--- config.mk ---
export PLATFORM = sky130hd
export DESIGN_NAME = lru_key_value_cache_top
export DESIGN_NICKNAME = d
export VERILOG_FILES = /design/src/rtl/lru_kvc_pkg.sv /design/src/rtl/lru_kvc_ctrl.sv /design/src/rtl/lru_kvc_dpath.sv /design/src/rtl/lru_key_value_cache_top.sv
export VERILOG_INCLUDE_DIRS = /design/src /design/src/rtl
export SDC_FILE = /design/constraint.sdc
export NUM_CORES = 1
export LEC_CHECK = 0
export BUFFER_PORTS_ARGS = -buffer_cell sky130_fd_sc_hd__buf_2
export CAP_MARGIN = 30
export CORE_MARGIN = 4
export CORE_UTILIZATION = 45
export DETAILED_ROUTE_END_ITERATION = 8
export PLACE_DENSITY = 0.59
export SLEW_MARGIN = 5
export SYNTH_ARGS = -nofsm -noshare
export SYNTH_HDL_FRONTEND = slang
export SYNTH_HIERARCHICAL = 1
export SYNTH_SLANG_ARGS = --single-unit
export TNS_END_PERCENT = 50
--- constraint.sdc ---
create_clock -name i_clk -period 6.7 [get_ports i_clk]
set_input_delay 1.34 -clock i_clk [delete_from_list [all_inputs] [get_ports i_clk]]
set_output_delay 1.34 -clock i_clk [all_outputs]
set_load 0.01 [all_outputs]
--- src/rtl/lru_key_value_cache_top_macros.svh ---
// Assertion macros for the LRU key/value cache.
`ifndef LRU_KEY_VALUE_CACHE_TOP_MACROS_SVH
`define LRU_KEY_VALUE_CACHE_TOP_MACROS_SVH

`ifndef SYNTHESIS
// Check a property on every clock edge outside reset.
`define LKC_ASSERT(lbl, prop) \
    lbl: assert property (@(posedge i_clk) disable iff (!i_rst_n) (prop)) \
        else $error("lru cache assertion failed");
// Check a property on every clock edge, reset included.
`define LKC_ASSERT_ALWAYS(lbl, prop) \
    lbl: assert property (@(posedge i_clk) (prop)) \
        else $error("lru cache assertion failed");
`else
`define LKC_ASSERT(lbl, prop)
`define LKC_ASSERT_ALWAYS(lbl, prop)
`endif

`endif

--- src/rtl/lru_kvc_pkg.sv ---
// Shared types and constants of the LRU key/value cache.
package lru_kvc_pkg;

    localparam int FUNC_W  = 2;
    localparam int KEY_W   = 8;
    localparam int VALUE_W = 32;
    localparam int CNT_W   = 5;
    localparam int IN_W    = 48;
    localparam int OUT_W   = 40;

    // Operation codes
    localparam logic [FUNC_W-1:0] FUNC_INSERT   = 2'd0;
    localparam logic [FUNC_W-1:0] FUNC_RETRIEVE = 2'd1;
    localparam logic [FUNC_W-1:0] FUNC_EVICT    = 2'd2;

    typedef struct packed {
        logic [KEY_W-1:0]          key;
        logic signed [VALUE_W-1:0] value;
    } t_entry;

    // Controller to datapath
    typedef struct packed {
        logic capture;
        logic commit;
    } t_cmd;

    // Datapath status
    typedef struct packed {
        logic [CNT_W-1:0] count;
        logic [CNT_W-1:0] capacity;
    } t_sts;

endpackage

--- src/rtl/lru_kvc_ctrl.sv ---
// Controller: handshake and two-step sequencing of one operation.
module lru_kvc_ctrl
    import lru_kvc_pkg::*;
(
    input  logic i_clk,
    input  logic i_rst_n,
    input  logic i_s_tvalid,
    output logic o_s_tready,
    output logic o_m_tvalid,
    input  logic i_m_tready,
    output t_cmd o_cmd
);

    localparam logic ST_IDLE   = 1'b0;
    localparam logic ST_UPDATE = 1'b1;

    logic r_state, n_state;
    logic r_out_valid, n_out_valid;
    logic w_go;

    // Decode commands from the state
    always_comb begin
        o_s_tready    = (r_state == ST_IDLE);
        w_go          = !r_out_valid || i_m_tready;
        o_cmd.capture = 1'b0;
        o_cmd.commit  = 1'b0;
        n_state       = r_state;
        case (r_state)
            ST_IDLE: begin
                if (i_s_tvalid) begin
                    o_cmd.capture = 1'b1;
                    n_state       = ST_UPDATE;
                end
            end
            ST_UPDATE: begin
                if (w_go) begin
                    o_cmd.commit = 1'b1;
                    n_state      = ST_IDLE;
                end
            end
            default: n_state = ST_IDLE;
        endcase
    end

    // Hold the output beat until taken
    always_comb begin
        n_out_valid = r_out_valid;
        if (o_cmd.commit) begin
            n_out_valid = 1'b1;
        end else if (i_m_tready) begin
            n_out_valid = 1'b0;
        end
    end

    always_ff @(posedge i_clk) begin
        if (!i_rst_n) begin
            r_state     <= ST_IDLE;
            r_out_valid <= 1'b0;
        end else begin
            r_state     <= n_state;
            r_out_valid <= n_out_valid;
        end
    end

    assign o_m_tvalid = r_out_valid;

endmodule

--- src/rtl/lru_kvc_dpath.sv ---
// Datapath: shift chain of entries with per-cell key compare.
module lru_kvc_dpath
    import lru_kvc_pkg::*;
#(
    parameter int DEPTH   = 16,
    parameter int CAP_RST = 16
) (
    input  logic                      i_clk,
    input  logic                      i_rst_n,
    input  t_cmd                      i_cmd,
    input  logic [FUNC_W-1:0]         i_func,
    input  logic [KEY_W-1:0]          i_key,
    input  logic signed [VALUE_W-1:0] i_value,
    input  logic                      i_cfg_wen,
    input  logic [CNT_W-1:0]          i_cfg_wdata,
    output logic                      o_found,
    output logic signed [VALUE_W-1:0] o_value,
    output logic [CNT_W-1:0]          o_occupancy,
    output t_sts                      o_sts
);

    t_entry                r_cell [DEPTH];
    t_entry                n_cell [DEPTH];
    logic [CNT_W-1:0]      r_count, n_count;
    logic [CNT_W-1:0]      r_capacity;
    logic [CNT_W-1:0]      w_cap_wr;

    logic [FUNC_W-1:0]     r_func;
    logic [KEY_W-1:0]      r_key;
    logic signed [VALUE_W-1:0] r_value;
    logic [DEPTH-1:0]      r_hit, n_hit;
    logic [DEPTH-1:0]      r_mask, n_mask;
    logic                  r_found;

    t_entry                w_sel;
    t_entry                w_front;
    logic                  w_shift;
    logic                  w_found;
    logic signed [VALUE_W-1:0] w_vout;

    // Clamp a capacity write to 1..DEPTH
    always_comb begin
        w_cap_wr = i_cfg_wdata;
        if (w_cap_wr == '0) begin
            w_cap_wr = CNT_W'(1);
        end else if (int'(w_cap_wr) > DEPTH) begin
            w_cap_wr = CNT_W'(DEPTH);
        end
    end

    always_ff @(posedge i_clk) begin
        if (!i_rst_n) begin
            r_capacity <= CNT_W'(CAP_RST);
        end else if (i_cfg_wen && r_count == '0) begin
            r_capacity <= w_cap_wr;
        end
    end

    // Compare the key against every live cell; mark cells that move back
    always_comb begin
        logic acc;
        acc = 1'b0;
        for (int i = 0; i < DEPTH; i++) begin
            n_hit[i] = (i < int'(r_count)) && (r_cell[i].key == i_key);
        end
        for (int i = DEPTH - 1; i >= 0; i--) begin
            acc       = acc | n_hit[i];
            n_mask[i] = acc;
        end
        if (!acc) begin
            n_mask = '1;
        end
    end

    always_ff @(posedge i_clk) begin
        if (i_cmd.capture) begin
            r_func  <= i_func;
            r_key   <= i_key;
            r_value <= i_value;
            r_hit   <= n_hit;
            r_mask  <= n_mask;
            r_found <= |n_hit;
        end
    end

    // Pick the hit cell
    always_comb begin
        w_sel = '0;
        for (int i = 0; i < DEPTH; i++) begin
            if (r_hit[i]) begin
                w_sel = w_sel | r_cell[i];
            end
        end
    end

    // Work out the shift, count and result of the operation
    always_comb begin
        w_front.key   = r_key;
        w_front.value = r_value;
        w_shift       = 1'b0;
        w_found       = 1'b0;
        w_vout        = '0;
        n_count       = r_count;
        case (r_func)
            FUNC_INSERT: begin
                w_shift = 1'b1;
                w_found = r_found;
                if (!r_found && r_count < r_capacity) begin
                    n_count = r_count + CNT_W'(1);
                end
            end
            FUNC_RETRIEVE: begin
                w_front = w_sel;
                w_shift = r_found;
                w_found = r_found;
                if (r_found) begin
                    w_vout = w_sel.value;
                end
            end
            FUNC_EVICT: begin
                if (r_count != '0) begin
                    w_found = 1'b1;
                    n_count = r_count - CNT_W'(1);
                end
            end
            default: begin
                w_shift = 1'b0;
            end
        endcase
        for (int i = 0; i < DEPTH; i++) begin
            n_cell[i] = r_cell[i];
        end
        if (w_shift) begin
            n_cell[0] = w_front;
            for (int i = 1; i < DEPTH; i++) begin
                if (r_mask[i]) begin
                    n_cell[i] = r_cell[i-1];
                end
            end
        end
    end

    // Advance the chain and load the output beat
    always_ff @(posedge i_clk) begin
        if (i_cmd.commit) begin
            for (int i = 0; i < DEPTH; i++) begin
                r_cell[i] <= n_cell[i];
            end
            o_found     <= w_found;
            o_value     <= w_vout;
            o_occupancy <= n_count;
        end
    end

    always_ff @(posedge i_clk) begin
        if (!i_rst_n) begin
            r_count <= '0;
        end else if (i_cmd.commit) begin
            r_count <= n_count;
        end
    end

    assign o_sts.count    = r_count;
    assign o_sts.capacity = r_capacity;

endmodule

--- src/rtl/lru_key_value_cache_top.sv ---
// Top level of the LRU key/value cache.
//
//  channel   dir  beat contents (low bits first)
//  s_axis    in   func[1:0], key[9:2], value_in[41:10], zero pad
//  m_axis    out  found[0], value_out[32:1], occupancy[37:33], zero pad
//  cfg       in   capacity, one write per cycle with i_cfg_wen
//
// Each operation has a compare and an update step: the accepting cycle compares
// the key against every cell of the chain, the update step shifts the chain and
// loads the output register. A stalled output holds the block in its update
// step. Reset empties the cache at once through the entry count; no sweep.
`include "lru_key_value_cache_top_macros.svh"
module lru_key_value_cache_top
    import lru_kvc_pkg::*;
#(
    parameter int DEPTH = 16
) (
    input  logic             i_clk,
    input  logic             i_rst_n,
    input  logic             s_axis_tvalid,
    output logic             s_axis_tready,
    // func[1:0], key[9:2], value_in[41:10]
    input  logic [IN_W-1:0]  s_axis_tdata,
    output logic             m_axis_tvalid,
    input  logic             m_axis_tready,
    // found[0], value_out[32:1], occupancy[37:33]
    output logic [OUT_W-1:0] m_axis_tdata,
    input  logic             i_cfg_wen,
    input  logic [CNT_W-1:0] i_cfg_wdata
);

    localparam int CAP_RST = (DEPTH < 16) ? DEPTH : 16;

    t_cmd                      w_cmd;
    t_sts                      w_sts;
    logic                      w_found;
    logic signed [VALUE_W-1:0] w_value;
    logic [CNT_W-1:0]          w_occ;

    lru_kvc_ctrl u_ctrl (
        .i_clk      (i_clk),
        .i_rst_n    (i_rst_n),
        .i_s_tvalid (s_axis_tvalid),
        .o_s_tready (s_axis_tready),
        .o_m_tvalid (m_axis_tvalid),
        .i_m_tready (m_axis_tready),
        .o_cmd      (w_cmd)
    );

    lru_kvc_dpath #(
        .DEPTH   (DEPTH),
        .CAP_RST (CAP_RST)
    ) u_dpath (
        .i_clk       (i_clk),
        .i_rst_n     (i_rst_n),
        .i_cmd       (w_cmd),
        .i_func      (s_axis_tdata[1:0]),
        .i_key       (s_axis_tdata[9:2]),
        .i_value     (s_axis_tdata[41:10]),
        .i_cfg_wen   (i_cfg_wen),
        .i_cfg_wdata (i_cfg_wdata),
        .o_found     (w_found),
        .o_value     (w_value),
        .o_occupancy (w_occ),
        .o_sts       (w_sts)
    );

    assign m_axis_tdata = {2'b00, w_occ, w_value, w_found};

    // Occupancy never runs past the capacity in force
    `LKC_ASSERT(a_count_le_cap, w_sts.count <= w_sts.capacity)
    // A beat is committed only into a free or draining output register
    `LKC_ASSERT(a_commit_free, w_cmd.commit |-> (!m_axis_tvalid || m_axis_tready))
    // One operation at a time: no second beat right after an accepted one
    `LKC_ASSERT(a_one_at_a_time, (s_axis_tvalid && s_axis_tready) |=> !s_axis_tready)
    // Capture and commit never fall in the same cycle
    `LKC_ASSERT_ALWAYS(a_cmd_exclusive, !(w_cmd.capture && w_cmd.commit))

endmodule

# ---- Yosys cells after proc, flatten, opt, wreduce, memory -nomap -nowiden
# Memories as Yosys holds them, arrays and structs flattened.
# Cells that the tools add are included.
dict set report classes {
  n_addsub 2
  n_mul 0
  div 0
  magnitude_cmp 18
  n_eq_ne 18
  n_shift 0
  mux 51
  bitwise 31
  reduce_logical 29
}
# cell n
set ops {}
lappend ops {{two-way mux 40 bit} 32}
lappend ops {{two-way mux 640 bit} 1}
lappend ops {{OR 40 bit} 15}
lappend ops {{== test 8 bit} 16}
lappend ops {{less-than comparator 4 x 5 -> 1 bit, first input constant} 8}
lappend ops {{less-than comparator 3 x 5 -> 1 bit, first input constant} 4}
lappend ops {{two-way mux 5 bit} 4}
lappend ops {{logical AND 1 bit} 18}
lappend ops {{OR reduction 16 bit} 1}
lappend ops {{OR 1 bit} 15}
lappend ops {{zero test 5 bit} 2}
lappend ops {{less-than comparator 1 x 5 -> 1 bit, first input constant} 2}
lappend ops {{less-than comparator 2 x 5 -> 1 bit, first input constant} 2}
lappend ops {{two-way mux 1 bit} 10}
lappend ops {{one-hot mux 5 bit (2 select lines)} 1}
lappend ops {{one-hot mux 1 bit (2 select lines)} 3}
lappend ops {{adder 5 x 1 -> 5 bit, second input constant} 1}
lappend ops {{> comparator 5 bit, second input constant} 1}
lappend ops {{less-than comparator 5 bit} 1}
lappend ops {{nonzero test 5 bit} 1}
lappend ops {{subtractor 5 x 1 -> 5 bit, second input constant} 1}
lappend ops {{== test 2 x 1 -> 1 bit, second input constant} 1}
lappend ops {{== test 2 bit, second input constant} 1}
lappend ops {{zero test 1 bit} 2}
lappend ops {{6 further kinds} 6}
dict set report word_totals {
  reg_bits 124
  latchBits 0
  ram_bits 640
  mem_bits_ro 0
  input_bits 58
  word_cells 163
  memories 1
}
# memory depth width rd rd_clocked_by_memory_dff wr line_no
set memory_table {}
lappend memory_table {u_dpath.r_cell 16 40 16 0 16 lru_kvc_dpath.sv:22} ;# t_entry r_cell [DEPTH];

# ---- Logic depth before layout (Yosys ltp)
# Gate-level depths: netlist of the first run.
# An unclocked memory read counts as a cell.
dict set report depth {
  word_depth 34
  ltp_mapped 9
  mapped_depth_nobuf 8
}

# ---- Cells and area by module
# Netlist of the first run, hierarchy kept.
# mod instances cells_each area_each_um2
set modules_own_cells {}
lappend modules_own_cells {lru_kvc_dpath 1 1772 29378.2}
lappend modules_own_cells {lru_kvc_ctrl 1 10 110.1}
lappend modules_own_cells {lru_key_value_cache_top 1 4 26.3}

# ---- Worst setup path before layout of the first run
# Ideal clock, no wire load.
dict set report synth_timing {
  path_type {input -> register}
  start {in m_axis_tready}
  end {mem u_dpath/r_cell[0][100] (netlist bit), enable pin}
  setup_time_ns 0.401
  t_arrival_ns 4.925
  required_ns 6.299
  setup_slack_ns 1.374
  stages 7
  path_buffers 2
  cell_sequence {nand2b_4 > and2_1 > buf_4 > inv_1 > a211oi_1 > clkbuf_1 > and2_1}
}
# item line_no
set synth_lines {}
lappend synth_lines {{start: declaration} lru_key_value_cache_top.sv:25} ;# input logic m_axis_tready,
lappend synth_lines {{end: declaration} lru_kvc_dpath.sv:22}

==> flow_metrics.py, run 1 <==
metrics = {
    "worst_setup_path": {
        "required_ns": 6.97,
        "crit_slowest_cell": "and2_2",
        "path_common_cell": "and2_2",
        "cpPeakStageDelay_ns": 0.79,
        "cp-start-kind": "primary input",
        "criticalPathCategory": "primary input to flop",
        "crit_arrival_ns": 3.79,
        "cp_max_fo": 26,
        "path_cells": "buf_2 > nand2b_4 > and2_2 > inv_1 > a211oi_4 > buf_8 > and2_2 > buf_4",
        "crit_path_end_kind": "flop",
    },
    "die": {
        "io_pins": 100,
        "die-height_um": 264,
        "start_util_pct": 45.6,
        "rows": 93,
        "core_um2": 64700,
        "die_w_um": 264,
        "fp.dieArea_um2": 69700,
    },
    "synth": {
        "synth_area_leaders": "edfxtp_1 77%, a22oi_1 4.3%, a221oi_1 2.2%",
        "syn_avg_cell_area_um2": 16.5,
        "netlist.area_leader.share_pct": 76.5,
        "synthCells": 1786,
        "synthTopCellsByCount": "752 x edfxtp_1, 170 x a22oi_1, 100 x nand3_1",
        "synth-seq-cells": 764,
        "yosysWarningCount": 6,
        "synth.largest_area_cell": "edfxtp_1",
        "ys_types": 56,
        "synth_edf_count": 752,
        "synthFlopType": "edfxtp_1",
        "post-synth-top-count-cell": "edfxtp_1",
        "synth-async-reset-ratio_pct": 0,
        "synth_area_um2": 29500,
        "ys_seq_area_share_pct": 77.3,
    },
    "cells_and_area": {
        "fillers": 5403,
        "drive_gt1_share_pct": 14.4,
        "antenna_cells": 0,
        "fin_cells": 2819,
        "area_growth_pct": 14.1,
        "postLayoutCoreUtil_pct": 52.1,
        "layout.nets": 1969,
    },
    "global_route": {
        "grt_pass1_wl_mm": 123,
        "grt_antenna_before_repair": 0,
        "grt_pass1_vias": 17956,
        "grt_max_degree": 59,
        "grt_use_total_pct": 24.1,
        "overflow": 0,
    },
    "timing": {
        "skew_ns": 0.0252,
        "period_needed_ns": 3.52,
        "setup_viol": 0,
        "finalCritPeriodShare_pct": 52.6,
        "setup_tns_ns": 0,
        "finalHoldViolations": 0,
        "final_max_slew_viol_count": 0,
        "tightest_slew_ns": 1.06,
        "relSlewSlack_pct": 29.3,
        "fmax_ghz": 0.284,
        "rsz0062_at_grt": "no",
    },
    "drt": {
        "dr_total_vias": 17758,
        "vias_per_cell": 6.30,
        "drt-initial-drc-count": 2424,
        "ant_nets": 0,
        "wirelength_mm": 85.5,
        "firstDrtPassIters": 6,
        "post_drt_wl_per_cell_um": 30.3,
        "drc": 0,
    },
    "clock_network": {
        "tritoncts": "done",
        "postCtsHoldBufs": 0,
        "cts_setup_buffers": 0,
        "cts_max_level": 3,
        "clk_pin_slew_worst_paths_ns": 0.06,
        "clock_latency_ns": 0.64,
        "numClockSinks": 764,
        "clockBufferDepth": 3,
        "root_buffer": "clkbuf_16",
        "numCtsBuffers": 79,
        "cts_resized": 0,
    },
    "power_and_ir_drop": {
        "power.density_nw_per_um2": 312,
        "swShare_pct": 21.7,
        "leakage_uw": 0.0111,
        "p_int_uw": 8220,
        "p_total_uw": 10500,
        "switchingPower_uw": 2280,
        "comb_power_share_pct": 4.8,
        "pwr-share-clk_pct": 43.4,
        "p_seq_share_pct": 51.8,
        "irDropWorstVdd_v": 0.000198,
    },
    "job": {
        "cap_viol_max_count": 0,
    },
    "worst_hold_path": {
        "hold_class": "flop to flop",
    },
    "placed_design": {
        "hpwlAfterDp_mm": 49.7,
        "io_buffer_count": 91,
        "gp_congestion": 0.879,
        "dp.cells": 2678,
    },
    "status": {
        "status": "finished, final reports clean",
    },
}
power groups by stage:
| stage | Clock [µW] | Combinational [µW] | Sequential (µW) |
|---|---|---|---|
| 2_1_floorplan | 0 | 295 | 5510 |
| 3_3_place_gp | 0 | 486 | 5540 |
| 3_5_place_dp | 0 | 498 | 5540 |
| 4_1_cts | 4620 | 501 | 5440 |
| 5_1_grt | 4830 | 535 | 5450 |
| 6_report | 4560 | 501 | 5450 |
per-layer routing:
metal	routed length [µm]	global-route usage [%]	up-vias
met5	0	0	-
met4	2630	7.67	0
met3	8880	5.52	186
met2	39700	37.9	1124
met1	34300	33.5	9072
li1	-	-	7376
cells by family after synthesis:
family | share of synthesized area [%]
AOI/OAI and AO/OA | 10.4
adders and majority gates | 0.297
other | 0.0127
xor gates and xnor gates | 3.80
DFF | 77.3
muxes | 0.0339
and+or+nand+nor | 6.03
buffers and inverters | 2.07
placed cells by master, fill, tap and decap left out, types with 4 or more instances in the layout:
master,netlist,routed
clkinv_1,0,21
nand4_1,23,23
clkbuf_16,0,81
nor4_1,14,14
ha_1,7,7
buf_4,10,41
xnor2_1,63,63
clkinvlp_4,0,5
nand3_1,100,100
buf_2,3,91
a22oi_1,170,170
nand3b_1,4,4
nor2_1,82,82
edfxtp_1,752,752
a21oi_1,13,13
clkinv_2,0,6
a221oi_1,75,75
dfxtp_1,12,12
buf_12,0,6
or3_1,5,5
nor2b_1,5,5
nand2_1,64,64
clkbuf_1,59,11
nor3b_1,5,5
o21ai_0,51,51
bufinv_16,0,13
nand2b_1,6,5
and2_2,0,16
a22o_1,75,75
nor3_1,10,10
o211ai_1,6,6
xor2_1,65,65
inv_1,26,26
state kept, by name, indices dropped and copies added (netlist names), 8 cells and up:
register	flops
u_dpath/r_value	32
u_dpath/r_hit	16
u_dpath/r_key	8
u_dpath/r_mask	15
u_dpath/r_cell	640
u_dpath/o_value	32
layout make-up:
class | count | area [µm²] | area share (%)
repair buffers | 140 | 913 | 2.71
well taps | 855 | 1070 | 3.18
clock inverters | 49 | 589 | 1.75
multi-input cells | 893 | 6130 | 18.2
clock buffers | 92 | 2070 | 6.14
flip-flops and latches | 764 | 22800 | 67.7
inverters | 26 | 97.6 | 0.290
final timing paths:
path | endpoint | start | cells after the start | slack, ns
setup / recovery | u_dpath/r_cell[1][206]$_DFFE_PP_ | m_axis_tready | 8 | 3.18
setup reg to reg | u_dpath/r_cell[1][206]$_DFFE_PP_ | u_ctrl/r_state$_SDFF_PN0_ | 6 | 3.67
hold reg to reg | u_dpath/r_cell[1][281]$_DFFE_PP_ | u_dpath/r_cell[1][241]$_DFFE_PP_ | 0 | 0.44
hold / removal | u_dpath/r_cell[1][281]$_DFFE_PP_ | u_dpath/r_cell[1][241]$_DFFE_PP_ | 0 | 0.44
metrics by stage:
stage	cell area (µm²)	setup slack, ns	hold WS, ns
after floorplan	29500	1.37	0.426
after global placement	30900	2.02	0.429
after global routing	33700	3.08	0.444
after CTS	33700	3.14	0.439
after detailed placement	31000	2.48	0.433
final	33700	3.18	0.438
worst max-delay path, delay by kind of cell:
kind | cells | cell delay, ns
simple gates | 3 | 1.06
buf+inv | 4 | 0.92
compound gates | 1 | 0.43
Note: power is estimated with default switching activity, not from simulation.
==> inputs of run 2 (changes only) <==
--- a/config.mk
+++ b/config.mk
@@ -11,7 +11,7 @@
 export CORE_MARGIN = 4
 export CORE_UTILIZATION = 45
 export DETAILED_ROUTE_END_ITERATION = 8
-export PLACE_DENSITY = 0.59
+export PLACE_DENSITY = 0.61
 export SLEW_MARGIN = 5
 export SYNTH_ARGS = -nofsm -noshare
 export SYNTH_HDL_FRONTEND = slang
==> constraint.sdc (replaced) <==
create_clock -name i_clk -period 3 [get_ports i_clk]
set_input_delay 0.6 -clock i_clk [delete_from_list [all_inputs] [get_ports i_clk]]
set_output_delay 0.6 -clock i_clk [all_outputs]
set_load 0.01 [all_outputs]
==> flow_metrics.py, run 2 (synthesis gave the netlist of run 1 again) <==
metrics = {
    "status": {
        "status": "finished, final reports clean",
    },
    "clock_network": {
        "cts_max_level": 3,
        "tritoncts": "done",
        "postCtsHoldBufs": 0,
        "clock_latency_ns": 0.62,
        "numClockSinks": 764,
        "clk_pin_slew_worst_paths_ns": 0.06,
        "cts_setup_buffers": 0,
        "cts_resized": 0,
        "numCtsBuffers": 80,
        "root_buffer": "clkbuf_16",
        "clockBufferDepth": 3,
    },
    "global_route": {
        "grt_antenna_before_repair": 1,
        "grt_max_degree": 57,
        "grt_pass1_wl_mm": 127,
        "grt_use_total_pct": 24.7,
        "grt_pass1_vias": 18314,
        "overflow": 0,
    },
    "cells_and_area": {
        "layout_common_cells": "752 x edfxtp_1, 170 x a22oi_1, 100 x nand3_1, 91 x buf_2, 82 x nor2_1",
        "area_growth_pct": 15.8,
        "largest_register": "u_dpath/r_cell",
        "postLayoutCoreUtil_pct": 52.8,
        "layout.nets": 2021,
        "top_regs": "u_dpath/r_cell (640), u_dpath/o_value (32), u_dpath/r_value (32)",
        "drive_gt1_share_pct": 16.6,
        "largest_reg_flops": 640,
        "final_common_cell": "edfxtp_1",
    },
    "timing": {
        "final_max_slew_viol_count": 0,
        "setup_viol": 0,
        "setup_tns_ns": 0,
        "tightest_slew_ns": 0.905,
        "finalHoldViolations": 0,
        "fmax_ghz": 0.370,
        "rsz0062_at_grt": "no",
        "relSlewSlack_pct": 39.7,
        "period_needed_ns": 2.70,
        "finalCritPeriodShare_pct": 90.1,
        "skew_ns": 0.0250,
    },
    "drt": {
        "firstDrtPassIters": 6,
        "dr_total_vias": 18287,
        "drc": 0,
        "vias_per_cell": 6.37,
        "wirelength_mm": 88.2,
        "drt-initial-drc-count": 2514,
        "ant_nets": 0,
        "post_drt_wl_per_cell_um": 30.7,
    },
    "worst_hold_path": {
        "hold_class": "primary input to flop",
    },
    "die": {
        "die_w_um": 264,
        "fp.dieArea_um2": 69700,
        "start_util_pct": 45.6,
        "rows": 93,
        "io_pins": 100,
        "die-height_um": 264,
        "core_um2": 64700,
    },
    "worst_setup_path": {
        "cp-start-kind": "flop",
        "crit_buf_inv": 0,
        "cpPeakStageDelay_ns": 0.74,
        "cp_max_fo": 16,
        "path_cells": "nor2_1 > a2111oi_0 > nand4_1 > nand3_1 > nor2_1 > a21oi_1 > nand3_1",
        "crit_slowest_cell": "dfxtp_1",
        "required_ns": 3.34,
        "crit_path_end_kind": "flop",
        "criticalPathCategory": "flop to flop",
        "crit_arrival_ns": 3.04,
        "cp_top_family": "simple AND/OR/NAND/NOR gates",
    },
    "job": {
        "cap_viol_max_count": 0,
    },
    "placed_design": {
        "hpwlAfterDp_mm": 51.8,
        "io_buffer_count": 91,
        "gp_congestion": 0.906,
    },
    "power_and_ir_drop": {
        "swShare_pct": 22.3,
        "leakage_uw": 0.0114,
        "p_total_uw": 22800,
        "p_int_uw": 17700,
        "irDropWorstVdd_v": 0.000369,
        "comb_power_share_pct": 5.4,
        "pwr-share-clk_pct": 41.4,
        "switchingPower_uw": 5090,
        "power.density_nw_per_um2": 668,
        "p_seq_share_pct": 53.3,
    },
}
run 2: worst paths after layout:
check	from	to	cells past startpoint	slack [ns]
hold reg to reg	u_dpath/r_cell[0][284]$_DFFE_PP_	u_dpath/r_cell[1][4]$_DFFE_PP_	0	0.43
setup reg to reg	u_dpath/r_count[4]$_SDFFE_PN0P_	u_dpath/r_mask[8]$_SDFFCE_PN1P_	7	0.30
hold / removal	s_axis_tdata[14]	u_dpath/r_value[4]$_DFFE_PP_	1	0.15
setup / recovery	u_dpath/r_count[4]$_SDFFE_PN0P_	u_dpath/r_mask[8]$_SDFFCE_PN1P_	7	0.30
run 2: layer usage:
layer  vias to the layer above  part of all wire, %  track usage [%]
li1                       7481                    -                -
met1                      9324                   40             35.1
met2                      1294                   46             38.1
met3                       186                   11             6.14
met4                         2                  2.8             7.70
met5                         -                0.015                0
run 2: stage by stage:
step	setup slack, ns	cell area [µm²]	hold WS, ns	cells
2_1_floorplan	-0.121	29600	0.426	1787
6_report	0.297	34200	0.153	2871
4_1_cts	0.401	34200	0.124	2870
3_5_place_dp	0.168	31700	0.434	2729
3_3_place_gp	0.176	31700	0.428	2727
5_1_grt	0.0713	34200	0.128	2870
run 2: power by group through the flow:
stage                     combinational [µW]  sequential [µW]  clock, µW
after global placement                  1200            12400          0
after global routing                    1300            12200      10100
final                                   1230            12200       9440
after floorplan                          665            12300          0
after CTS                               1220            12100       9580
after detailed placement                1210            12400          0
run 2: final cells by class:
| type | instances | area, µm² |
|---|---|---|
| inverters | 26 | 97.6 |
| flip-flops and latches | 764 | 22800 |
| well taps | 855 | 1070 |
| diodes | 1 | 2.50 |
| clock buffers | 103 | 2120 |
| repair buffers | 191 | 1590 |
| fillers | 5333 | 30500 |
| multi-input cells | 893 | 6140 |
| clock inverters | 38 | 325 |
run 2: worst reg2reg max path, delay by kind of cell, from the launching register on:
| family | cells | cell delay [ns] |
|---|---|---|
| simple gates | 5 | 0.99 |
| flops | 1 | 0.74 |
| compound gates | 2 | 0.69 |
